File: config.mk
export PLATFORM = sky130hd
export DESIGN_NAME = wrh_ctrl
export DESIGN_NICKNAME = d
export VERILOG_FILES = /design/src/hdl/wrh_pkg.sv /design/src/hdl/wrh_ctrl.sv
export SDC_FILE = /design/constraint.sdc
export NUM_CORES = 1
export LEC_CHECK = 0
export BUFFER_PORTS_ARGS = -buffer_cell sky130_fd_sc_hd__buf_2
export CAP_MARGIN = 20
export CORE_MARGIN = 2
export CORE_UTILIZATION = 55
export DETAILED_ROUTE_END_ITERATION = 7
export PLACE_DENSITY = 0.83
export RECOVER_POWER = 100
export SLEW_MARGIN = 20
export SYNTH_ARGS = -nofsm -noshare
export SYNTH_HDL_FRONTEND = slang
export SYNTH_SLANG_ARGS = --single-unit
File: constraint.sdc
create_clock -name clock -period 2.7 [get_ports clock]
set_clock_uncertainty 0.05 [all_clocks]
set_input_delay 0.81 -clock clock [delete_from_list [all_inputs] [get_ports clock]]
set_output_delay 0.81 -clock clock [all_outputs]
set_load 0.02 [all_outputs]
File: src/hdl/wrh_pkg.sv
// ----------------------------------------------------------------------------
// wrh_pkg
// Shared types and codes of the water ripple height field unit.
// ----------------------------------------------------------------------------
package wrh_pkg;

   localparam int MIN_DIM = 3;

   localparam logic [1:0] CMD_DROP  = 2'd0;
   localparam logic [1:0] CMD_STEP  = 2'd1;
   localparam logic [1:0] CMD_QUERY = 2'd2;

   localparam logic [3:0] CSR_GRID_WIDTH  = 4'd0;
   localparam logic [3:0] CSR_GRID_HEIGHT = 4'd1;

   localparam logic [4:0] OP_NOP      = 5'd0;
   localparam logic [4:0] OP_LATCH    = 5'd1;
   localparam logic [4:0] OP_DISP     = 5'd2;
   localparam logic [4:0] OP_CLR      = 5'd3;
   localparam logic [4:0] OP_DROP     = 5'd4;
   localparam logic [4:0] OP_ST_BEGIN = 5'd5;
   localparam logic [4:0] OP_STA      = 5'd6;
   localparam logic [4:0] OP_STB      = 5'd7;
   localparam logic [4:0] OP_STC      = 5'd8;
   localparam logic [4:0] OP_STD      = 5'd9;
   localparam logic [4:0] OP_STE      = 5'd10;
   localparam logic [4:0] OP_SWAP     = 5'd11;
   localparam logic [4:0] OP_SUM      = 5'd12;
   localparam logic [4:0] OP_SUM_TAIL = 5'd13;
   localparam logic [4:0] OP_QA       = 5'd14;
   localparam logic [4:0] OP_QB       = 5'd15;
   localparam logic [4:0] OP_QC       = 5'd16;
   localparam logic [4:0] OP_QD       = 5'd17;
   localparam logic [4:0] OP_RESPOND  = 5'd18;

   typedef struct packed {
      logic [1:0] cmd;
      logic [6:0] col;
      logic [6:0] row;
   } req_type;

   typedef struct packed {
      logic       active;
      logic       accepted;
      logic [6:0] src_col;
      logic [6:0] src_row;
      logic       src_valid;
   } rsp_type;

   typedef struct packed {
      logic [4:0] op;
   } dp_cmd_type;

   typedef struct packed {
      logic [1:0] cmd;
      logic       fits;
      logic       active;
      logic       drop_last;
      logic       cell_last;
      logic       cnt_last;
      logic       sums_eq;
      logic       rsp_busy;
   } dp_stat_type;

endpackage

File: src/hdl/wrh_ctrl.sv
// ----------------------------------------------------------------------------
// wrh_ctrl
// Sequencer: clear sweep, drop sweep, step sweep, sum sweep, query, reply.
// ----------------------------------------------------------------------------
module wrh_ctrl import wrh_pkg::*; (
   input  logic        clock,
   input  logic        reset,
   input  logic        req_valid,
   output logic        req_ready,
   input  logic        csr_valid,
   output logic        csr_ready,
   input  logic        csr_hit,
   input  dp_stat_type stat,
   output dp_cmd_type  cmd
);

   localparam logic [4:0] S_CLEAR    = 5'd0;
   localparam logic [4:0] S_IDLE     = 5'd1;
   localparam logic [4:0] S_DISP     = 5'd2;
   localparam logic [4:0] S_DROP     = 5'd3;
   localparam logic [4:0] S_ST_BEGIN = 5'd4;
   localparam logic [4:0] S_STA      = 5'd5;
   localparam logic [4:0] S_STB      = 5'd6;
   localparam logic [4:0] S_STC      = 5'd7;
   localparam logic [4:0] S_STD      = 5'd8;
   localparam logic [4:0] S_STE      = 5'd9;
   localparam logic [4:0] S_SWAP     = 5'd10;
   localparam logic [4:0] S_SUM      = 5'd11;
   localparam logic [4:0] S_SUM_TAIL = 5'd12;
   localparam logic [4:0] S_SUM_CHK  = 5'd13;
   localparam logic [4:0] S_QA       = 5'd14;
   localparam logic [4:0] S_QB       = 5'd15;
   localparam logic [4:0] S_QC       = 5'd16;
   localparam logic [4:0] S_QD       = 5'd17;
   localparam logic [4:0] S_DONE     = 5'd18;

   logic [4:0] state_ff, state_in;
   logic       pend_ff, pend_in;

   always_comb begin
      state_in  = state_ff;
      pend_in   = pend_ff;
      cmd.op    = OP_NOP;
      req_ready = 1'b0;
      csr_ready = (state_ff == S_IDLE) || (state_ff == S_CLEAR);
      unique case (state_ff)
         S_CLEAR: begin
            cmd.op = OP_CLR;
            if (!csr_hit && stat.cnt_last) begin
               state_in = pend_ff ? S_DONE : S_IDLE;
               pend_in  = 1'b0;
            end
         end
         S_IDLE: begin
            req_ready = !csr_valid;
            if (csr_hit) begin
               state_in = S_CLEAR;
            end else if (req_valid && !csr_valid) begin
               cmd.op   = OP_LATCH;
               state_in = S_DISP;
            end
         end
         S_DISP: begin
            cmd.op = OP_DISP;
            unique case (stat.cmd)
               CMD_DROP:  state_in = stat.fits ? S_DROP : S_DONE;
               CMD_STEP:  state_in = stat.active ? S_ST_BEGIN : S_DONE;
               CMD_QUERY: state_in = S_QA;
               default:   state_in = S_DONE;
            endcase
         end
         S_DROP: begin
            cmd.op = OP_DROP;
            if (stat.drop_last) begin
               state_in = S_DONE;
            end
         end
         S_ST_BEGIN: begin
            cmd.op   = OP_ST_BEGIN;
            state_in = S_STA;
         end
         S_STA: begin
            cmd.op   = OP_STA;
            state_in = S_STB;
         end
         S_STB: begin
            cmd.op   = OP_STB;
            state_in = S_STC;
         end
         S_STC: begin
            cmd.op   = OP_STC;
            state_in = S_STD;
         end
         S_STD: begin
            cmd.op   = OP_STD;
            state_in = S_STE;
         end
         S_STE: begin
            cmd.op   = OP_STE;
            state_in = stat.cell_last ? S_SWAP : S_STA;
         end
         S_SWAP: begin
            cmd.op   = OP_SWAP;
            state_in = S_SUM;
         end
         S_SUM: begin
            cmd.op = OP_SUM;
            if (stat.cnt_last) begin
               state_in = S_SUM_TAIL;
            end
         end
         S_SUM_TAIL: begin
            cmd.op   = OP_SUM_TAIL;
            state_in = S_SUM_CHK;
         end
         S_SUM_CHK: begin
            if (stat.sums_eq) begin
               pend_in  = 1'b1;
               state_in = S_CLEAR;
            end else begin
               state_in = S_DONE;
            end
         end
         S_QA: begin
            cmd.op   = OP_QA;
            state_in = S_QB;
         end
         S_QB: begin
            cmd.op   = OP_QB;
            state_in = S_QC;
         end
         S_QC: begin
            cmd.op   = OP_QC;
            state_in = S_QD;
         end
         S_QD: begin
            cmd.op   = OP_QD;
            state_in = S_DONE;
         end
         S_DONE: begin
            if (!stat.rsp_busy) begin
               cmd.op   = OP_RESPOND;
               state_in = S_IDLE;
            end
         end
         default: begin
            state_in = S_CLEAR;
         end
      endcase
   end

   always_ff @(posedge clock) begin
      if (reset) begin
         state_ff <= S_CLEAR;
         pend_ff  <= 1'b0;
      end else begin
         state_ff <= state_in;
         pend_ff  <= pend_in;
      end
   end

endmodule

==> results of run 1 <==
how the worst max path moves through the flow:
| stage | startpoint | endpoint | slack (ns) | depth (start not counted) |
|---|---|---|---|---|
| 2_1_floorplan | csr_hit | cmd[0] | 0.23 | 5 |
| 5_1_grt | csr_valid | cmd[0] | 0.02 | 7 |
| 6_report | csr_valid | cmd[0] | 0.12 | 7 |
| 4_1_cts | csr_hit | cmd[0] | 0.1 | 7 |
| 3_5_place_dp | csr_hit | cmd[0] | 0.11 | 7 |
| 3_3_place_gp | csr_hit | cmd[0] | 0.14 | 7 |
logic make-up (layout without fill, tap and decap cells):
group | Yosys count | in the layout | share of synthesized area
DFF | 6 | 6 | 0.155
AOI/OAI and AO/OA | 42 | 42 | 0.367
buffers and inverters | 15 | 32 | 0.0966
and+or+nand+nor | 55 | 55 | 0.369
muxes | 1 | 1 | 0.0129
synth_stat cells, drive strengths merged, types with 2 or more instances:
library cell | count | share of area
buf | 8 | 0.063
o21bai | 2 | 0.019
nand3 | 4 | 0.026
dfxtp | 6 | 0.15
o22ai | 5 | 0.040
nand2b | 8 | 0.068
o211a | 2 | 0.026
nor4 | 2 | 0.016
nor3 | 8 | 0.052
a211oi | 2 | 0.019
inv | 4 | 0.019
nor2 | 10 | 0.048
nor2b | 3 | 0.024
a221oi | 2 | 0.023
o31ai | 2 | 0.019
o32ai | 2 | 0.023
nand2 | 12 | 0.058
clkbuf | 3 | 0.014
o21ai | 6 | 0.039
a21oi | 13 | 0.084
layer usage:
metal	vias to the layer above	share of wire	track usage
li1	478	-	-
met1	435	0.43	0.363
met2	66	0.47	0.456
met3	2	0.099	0.0130
met4	0	0.0076	0.0774
met5	-	0	0
per-stage QoR:
step	hold slack [ns]	setup WS, ns	utilization
3_5_place_dp	0.467	0.111	0.663
3_3_place_gp	0.470	0.143	0.663
4_1_cts	0.473	0.0996	0.680
6_report	0.487	0.120	0.676
2_1_floorplan	0.400	0.228	-
5_1_grt	0.485	0.0182	0.676
flip-flops by register name, summed over array words and instances, names as in the netlist:
register / cells
pend_ff: 1
state_ff: 5
worst max-delay path, stage by stage:
cell,delay [ns]
buf_2,0.10
nor2b_1,0.17
nand2_1,0.07
a21oi_1,0.15
a221oi_1,0.06
o22ai_1,0.17
buf_2,0.18
area by class of cell:
class / instances / area [um2] / share of cell area
Clock buffer: 3 / 22.5 / 0.0253
Inverter: 4 / 15.0 / 0.0169
Multi-Input combinational cell: 98 / 587 / 0.659
Sequential cell: 6 / 120 / 0.135
Tap cell: 15 / 18.8 / 0.0211
Timing Repair Buffer: 25 / 128 / 0.143
power groups by stage:
stage,sequential [uW],combinational [uW],clock (uW)
after floorplan,107,337,0
after global placement,137,393,0
after detailed placement,139,401,0
final,139,404,86.1
after CTS,136,402,85.8
after global routing,142,445,90.6
==> flow_metrics.env, run 1 <==
export IMPL_maxSlewViolCount=0
export IMPL_die_width_um=41.6
export IMPL_synth_warnings=0
export IMPL_grt_pass1_vias=825
export IMPL_regToRegEndpoint="state_ff[1]$_SDFFE_PP0P_"
export IMPL_htreeDepth=1
export IMPL_synthCells=119
export IMPL_numCtsBuffers=3
export IMPL_fin_area_um2=891
export IMPL_crit_fanout=2
export IMPL_gr_total_overflow=0
export IMPL_antenna_left=0
export IMPL_synth_top_flop_cell="dfxtp_1"
export IMPL_min_from="pend_ff$_SDFFE_PP0P_"
export IMPL_layout_commonest_cell="buf_2"
export IMPL_start_util=0.590
export IMPL_grt_antenna_before_repair=0
export IMPL_ys_seq_elements=6
export IMPL_cp_arrival_ns=1.72
export IMPL_leakagePower_uw=0.000327
export IMPL_rows=13
export IMPL_hold_path_class="reg -> reg"
export IMPL_setup_viol=0
export IMPL_ir_drop_uv=412
export IMPL_cp_end_kind="primary output"
export IMPL_nets=152
export IMPL_cts_resized=0
export IMPL_dp_cells=148
export IMPL_seq_area_frac_synth=0.155
export IMPL_totalWireLength_mm=2.25
export IMPL_clkTransAtPathRegs_ns=0.05
export IMPL_routedWlPerCell_um=14.9
export IMPL_post_route_period_util=0.956
export IMPL_coreArea_mm2=0.00132
export IMPL_diodes=0
export IMPL_synthArstFlopShare=0
export IMPL_clk_insertion_delay_late_ns=0.25
export IMPL_power_switching_uw=325
export IMPL_hold_path_depth=2
export IMPL_grt_usage=0.268
export IMPL_drt_iter0_drc=51
export IMPL_instances_no_fill=151
export IMPL_dp_hpwl_mm=1.70
export IMPL_cts_max_path_buffers=2
export IMPL_grt_max_degree=20
export IMPL_die_h_um=41.6
export IMPL_rr_startpoint="state_ff[2]$_SDFFE_PP0P_"
export IMPL_p_per_area_mw_per_mm2=706
export IMPL_place_area_um2=873
export IMPL_dr_total_vias=981
export IMPL_worst_pin_slew_ns=0.434
export IMPL_p_comb_frac=0.642
export IMPL_synth_distinct_cells=38
export IMPL_hold_path_end="pend_ff$_SDFFE_PP0P_"
export IMPL_fmax_mhz=388
export IMPL_design_die_area_mm2=0.00173
export IMPL_p_int_uw=304
export IMPL_status="complete, no violations"
export IMPL_viasPerCell=6.50
export IMPL_cts_sinks=6
export IMPL_drive_gt1_frac=0.199
export IMPL_cts_hold_fix_buffers=0
export IMPL_n_fill_cell=128
export IMPL_grt_pass1_wl_mm=3.63
export IMPL_place_gp_congestion=0.947
export IMPL_slew_headroom=0.710
export IMPL_worstSetupPathType="in -> out"
export IMPL_required_ns=1.84
export IMPL_route_detailed_drc=0
export IMPL_cts_root_buf="clkbuf_4"
export IMPL_design_power_total_uw=629
export IMPL_r2r_cells=6
export IMPL_reg2reg_slack_ns=0.51
export IMPL_drt_first_pass_iters=4
export IMPL_syn_avg_cell_area_um2=6.53
export IMPL_hold_violations=0
export IMPL_synth_nets=133
export IMPL_layout_common_cells="buf_2 (14), a21oi_1 (13), nand2_1 (12), nor2_1 (10)"
export IMPL_synth_edff_count=0
export IMPL_design_portCount=21
export IMPL_cts_tree="yes"
export IMPL_area_growth_pct=14.7
export IMPL_post_cts_buffers=0
export IMPL_power_share_sequential=0.221
export IMPL_port_buffers=20
export IMPL_syn_cell_area_um2=777
export IMPL_rsz0062_at_grt="false"
export IMPL_layout_min_cycle_time_ns=2.58
export IMPL_cap_violations=0
export IMPL_clock_power_share=0.137
export IMPL_cp_start_kind="primary input"
export IMPL_switching_share=0.517
export IMPL_tns_ns=0
Note: power is estimated with default switching activity, not from simulation.
==> inputs of run 2 (changes only) <==
Settings changed: CAP_MARGIN 20 to unset, CELL_PAD_IN_SITES_DETAIL_PLACEMENT set to 1, CELL_PAD_IN_SITES_GLOBAL_PLACEMENT set to 1, CORE_UTILIZATION 55 to 38, PLACE_DENSITY 0.83 to unset, PLACE_DENSITY_LB_ADDON set to 0.1.
==> run 2 against run 1 <==
Net effect:
- via count is 0.82% higher
- sequential share of layout area shrank 0.45 points
- register-to-register slack better by 0.03 ns
- first-iteration DRC count decreased by 39%
- largest power group unchanged
==> flow_metrics.env, run 2 (synthesis gave the netlist of run 1 again) <==
export IMPL_status="complete, no violations"
export IMPL_cp_start_kind="primary input"
export IMPL_layout_common_cells="buf_2 (14), a21oi_1 (13), nand2_1 (12), nor2_1 (10)"
export IMPL_viasPerCell=5.99
export IMPL_slowest_stage="buf_2"
export IMPL_worst_pin_slew_ns=0.631
export IMPL_grt_pass1_vias=941
export IMPL_hold_violations=0
export IMPL_port_buffers=20
export IMPL_setup_viol=0
export IMPL_cp_arrival_ns=1.71
export IMPL_diodes=0
export IMPL_start_util=0.400
export IMPL_layout_min_cycle_time_ns=2.57
export IMPL_numCtsBuffers=3
export IMPL_clk_insertion_delay_late_ns=0.24
export IMPL_drt_iter0_drc=31
export IMPL_totalWireLength_mm=2.62
export IMPL_fmax_mhz=389
export IMPL_crit_fanout=2
export IMPL_antenna_left=0
export IMPL_cp_end_kind="primary output"
export IMPL_tns_ns=0
export IMPL_utilization=0.479
export IMPL_dr_total_vias=989
export IMPL_post_route_period_util=0.952
export IMPL_instances_no_fill=165
export IMPL_grt_usage=0.238
export IMPL_drive_gt1_frac=0.246
export IMPL_rsz0062_at_grt="false"
export IMPL_grt_max_degree=20
export IMPL_grt_antenna_before_repair=0
export IMPL_rows=16
export IMPL_die_width_um=49.2
export IMPL_critical_path_buf_inv_count=2
export IMPL_cts_tree="yes"
export IMPL_regMostFlops="state_ff"
export IMPL_htreeDepth=1
export IMPL_worstSetupPathType="in -> out"
export IMPL_cap_violations=0
export IMPL_holdWs_ns=0.458
export IMPL_cp_top_family="compound AO/OA/AOI/OAI gates"
export IMPL_largest_register_ffs=5
export IMPL_coreArea_mm2=0.00194
export IMPL_nets=154
export IMPL_cts_root_buf="clkbuf_4"
export IMPL_dp_cells=162
export IMPL_hold_path_class="reg -> reg"
export IMPL_dp_hpwl_mm=1.99
export IMPL_p_per_area_mw_per_mm2=699
export IMPL_area_growth_pct=19.8
export IMPL_die_h_um=49.2
export IMPL_ir_drop_uv=444
export IMPL_drt_first_pass_iters=4
export IMPL_leakagePower_uw=0.000349
export IMPL_max_stage_delay_ns=0.18
export IMPL_maxSlewViolCount=0
export IMPL_clkTransAtPathRegs_ns=0.04
export IMPL_layout_commonest_cell="buf_2"
export IMPL_grt_pass1_wl_mm=4.49
export IMPL_required_ns=1.84
export IMPL_place_gp_congestion=0.848
export IMPL_crit_chain="clkbuf_1, nor3_2, nand2_1, a21oi_1, a221oi_1, o22ai_1, buf_2"
export IMPL_design_die_area_mm2=0.00242
export IMPL_cts_max_path_buffers=2
export IMPL_design_portCount=21
export IMPL_gr_total_overflow=0
export IMPL_routedWlPerCell_um=15.9
export IMPL_cts_sinks=6
export IMPL_reg_top3="state_ff x5, pend_ff x1"
export IMPL_route_detailed_drc=0
export IMPL_slew_headroom=0.579
export IMPL_post_cts_buffers=0
==> run 2: repair_timing <==
| item | 4_1_cts | 5_1_grt |
|---|---|---|
| resized for setup | 0 | 3 |
| hold buffers | 0 | 0 |
| endpoints found under the setup margin | 0 | 2 |
==> run 2: cell type report <==
class | count | area [um2]
Sequential cell | 6 | 121
Multi-Input combinational cell | 98 | 589
Inverter | 4 | 15.0
Tap cell | 27 | 33.8
Timing Repair Buffer | 27 | 149
Fill cell | 290 | 1010
Clock buffer | 3 | 22.5
==> run 2: per-layer routing <==
layer | vias up | track usage | part of all wire
met5 | - | 0 | 0
li1 | 482 | - | -
met4 | 0 | 0.0333 | 0.0088
met2 | 29 | 0.365 | 0.47
met3 | 2 | 0.0767 | 0.058
met1 | 476 | 0.329 | 0.46
==> run 2: per-stage QoR <==
step / instance area, um2 / power, uW / setup WS, ns
global placement: 903 / 561 / 0.0820
detailed placement: 903 / 567 / 0.0688
floorplan: 777 / 444 / 0.228
global route: 931 / 722 / 0.0239
finish: 931 / 651 / 0.130
CTS: 926 / 652 / 0.0565
==> run 2: power breakdown <==
group	switching, uW	total, uW	internal (uW)
Clock	29.1	79.1	50.0
Combinational	236	404	168
Sequential	63.0	168	105
==> run 2: worst min-delay path: cells and delay by family, from the launching register on <==
kind	cells	cell delay, ns
flops	1	0.32
compound gates	2	0.13
==> run 2: path summary, 6_finish.rpt <==
kind,slack (ns),depth (start not counted),start,to
max,0.13,7,csr_hit,cmd[0]
max reg2reg,0.54,5,state_ff[1]$_SDFFE_PP0P_,state_ff[0]$_SDFFE_PP0P_
min,0.46,2,pend_ff$_SDFFE_PP0P_,pend_ff$_SDFFE_PP0P_
min reg2reg,0.46,2,pend_ff$_SDFFE_PP0P_,pend_ff$_SDFFE_PP0P_
==> inputs of run 3 (changes only) <==
Settings changed: PLACE_DENSITY_LB_ADDON 0.1 to 0.08.
==> run 3 against run 2 <==
Net effect:
- final area shrank 0.27%
- critical endpoint unchanged
- critical path type unchanged
- clock power grew 5.1%
- first-iteration DRC count shrank 16%
==> flow_metrics.env, run 3 (synthesis gave the netlist of run 1 again) <==
export IMPL_numCtsBuffers=3
export IMPL_worstSetupPathType="in -> out"
export IMPL_rsz0062_at_grt="false"
export IMPL_cp_end_kind="primary output"
export IMPL_slew_headroom=0.587
export IMPL_grt_max_degree=20
export IMPL_n_fill_cell=282
export IMPL_dp_hpwl_mm=2.06
export IMPL_cts_tree="yes"
export IMPL_ir_drop_uv=422
export IMPL_max_stage_delay_ns=0.19
export IMPL_worst_pin_slew_ns=0.618
export IMPL_design_portCount=21
export IMPL_area_growth_pct=19.5
export IMPL_drt_iter0_drc=26
export IMPL_drive_gt1_frac=0.237
export IMPL_cap_violations=0
export IMPL_totalWireLength_mm=2.73
export IMPL_cp_start_kind="primary input"
export IMPL_coreArea_mm2=0.00194
export IMPL_crit_chain="buf_2, nor2b_1, nand2_1, a21oi_1, a221oi_1, o22ai_1, buf_2"
export IMPL_gr_total_overflow=0
export IMPL_routedWlPerCell_um=16.5
export IMPL_slowest_stage="o22ai_1"
export IMPL_reg_top3="state_ff x5, pend_ff x1"
export IMPL_crit_fanout=2
export IMPL_diodes=0
export IMPL_instances_no_fill=166
export IMPL_layout_commonest_cell="buf_2"
export IMPL_clkTransAtPathRegs_ns=0.05
export IMPL_start_util=0.400
export IMPL_setup_viol=0
export IMPL_fmax_mhz=383
export IMPL_regMostFlops="state_ff"
export IMPL_layout_min_cycle_time_ns=2.61
export IMPL_hold_path_class="reg -> reg"
export IMPL_maxSlewViolCount=0
export IMPL_place_gp_congestion=0.845
export IMPL_antenna_left=0
export IMPL_dp_cells=163
export IMPL_port_buffers=20
export IMPL_die_h_um=49.2
export IMPL_grt_pass1_wl_mm=4.56
export IMPL_cts_max_path_buffers=2
export IMPL_grt_antenna_before_repair=0
export IMPL_post_route_period_util=0.967
export IMPL_p_per_area_mw_per_mm2=714
export IMPL_viasPerCell=6.10
export IMPL_leakagePower_uw=0.000347
export IMPL_cts_hold_fix_buffers=0
export IMPL_htreeDepth=1
export IMPL_clk_insertion_delay_late_ns=0.25
export IMPL_cts_root_buf="clkbuf_4"
export IMPL_route_detailed_drc=0
export IMPL_grt_pass1_vias=1002
export IMPL_holdWs_ns=0.473
export IMPL_worst_path_most_repeated_cell="buf_2"
export IMPL_dr_total_vias=1013
export IMPL_grt_usage=0.238
export IMPL_layout_common_cells="buf_2 (15), a21oi_1 (13), nand2_1 (12), nor2_1 (9)"
export IMPL_drt_first_pass_iters=4
export IMPL_tns_ns=0
export IMPL_die_width_um=49.2
export IMPL_cp_arrival_ns=1.75
export IMPL_largest_register_ffs=5
export IMPL_status="complete, no violations"
export IMPL_rows=16
export IMPL_required_ns=1.84
export IMPL_design_die_area_mm2=0.00242
export IMPL_hold_violations=0
export IMPL_cts_sinks=6
export IMPL_nets=155
==> run 3: changes by cell type in the layout (fill, tap and decap cells not counted), sizes merged <==
| cell | delta |
|---|---|
| clkbuf | +2 |
| buf | -1 |
==> run 3: final cells by class <==
| class | count | area [um2] | share of cell area |
|---|---|---|---|
| Timing Repair Buffer | 28 | 148 | 0.159 |
| Clock buffer | 3 | 22.5 | 0.0243 |
| Inverter | 4 | 15.0 | 0.0162 |
| Sequential cell | 6 | 120 | 0.129 |
| Tap cell | 27 | 33.8 | 0.0364 |
| Multi-Input combinational cell | 98 | 589 | 0.635 |
==> run 3: critical path, delay by kind of cell <==
family          cells  cell delay (ns)
compound gates      3             0.42
buf+inv             2             0.30
simple gates        2             0.23
==> run 3: metal layers <==
metal / GRT usage / vias to the layer above / part of all wire
li1: - / 486 / -
met1: 0.309 / 490 / 0.46
met2: 0.396 / 33 / 0.48
met3: 0.0552 / 4 / 0.055
met4: 0.0524 / 0 / 0.0088
met5: 0 / - / 0
==> run 3: worst paths after layout <==
check	start	to	slack (ns)	depth (start not counted)
setup reg to reg	state_ff[1]$_SDFFE_PP0P_	state_ff[1]$_SDFFE_PP0P_	0.50	5
setup / recovery	csr_valid	cmd[0]	0.09	7
hold reg to reg	pend_ff$_SDFFE_PP0P_	pend_ff$_SDFFE_PP0P_	0.47	2
hold / removal	pend_ff$_SDFFE_PP0P_	pend_ff$_SDFFE_PP0P_	0.47	2
==> run 3: per-stage QoR <==
step	total power, uW	util	setup WS [ns]	cell area (um2)
floorplan	444	-	0.228	777
global placement	571	0.469	0.0770	911
detailed placement	582	0.469	0.0386	911
CTS	666	0.481	0.0318	933
global route	713	0.478	0.00342	928
finish	663	0.478	0.0879	928
==> run 3: power breakdown <==
part           total, uW  switching (uW)  internal [uW]
Sequential           158            55.6            103
Combinational        422             255            167
Clock               83.1            32.8           50.3
Total                663             343            320
==> run 3: repair_timing <==
item,in CTS,in global routing
endpoints found under the setup margin,0,2
buffers inserted,0,0
resized for setup,0,2
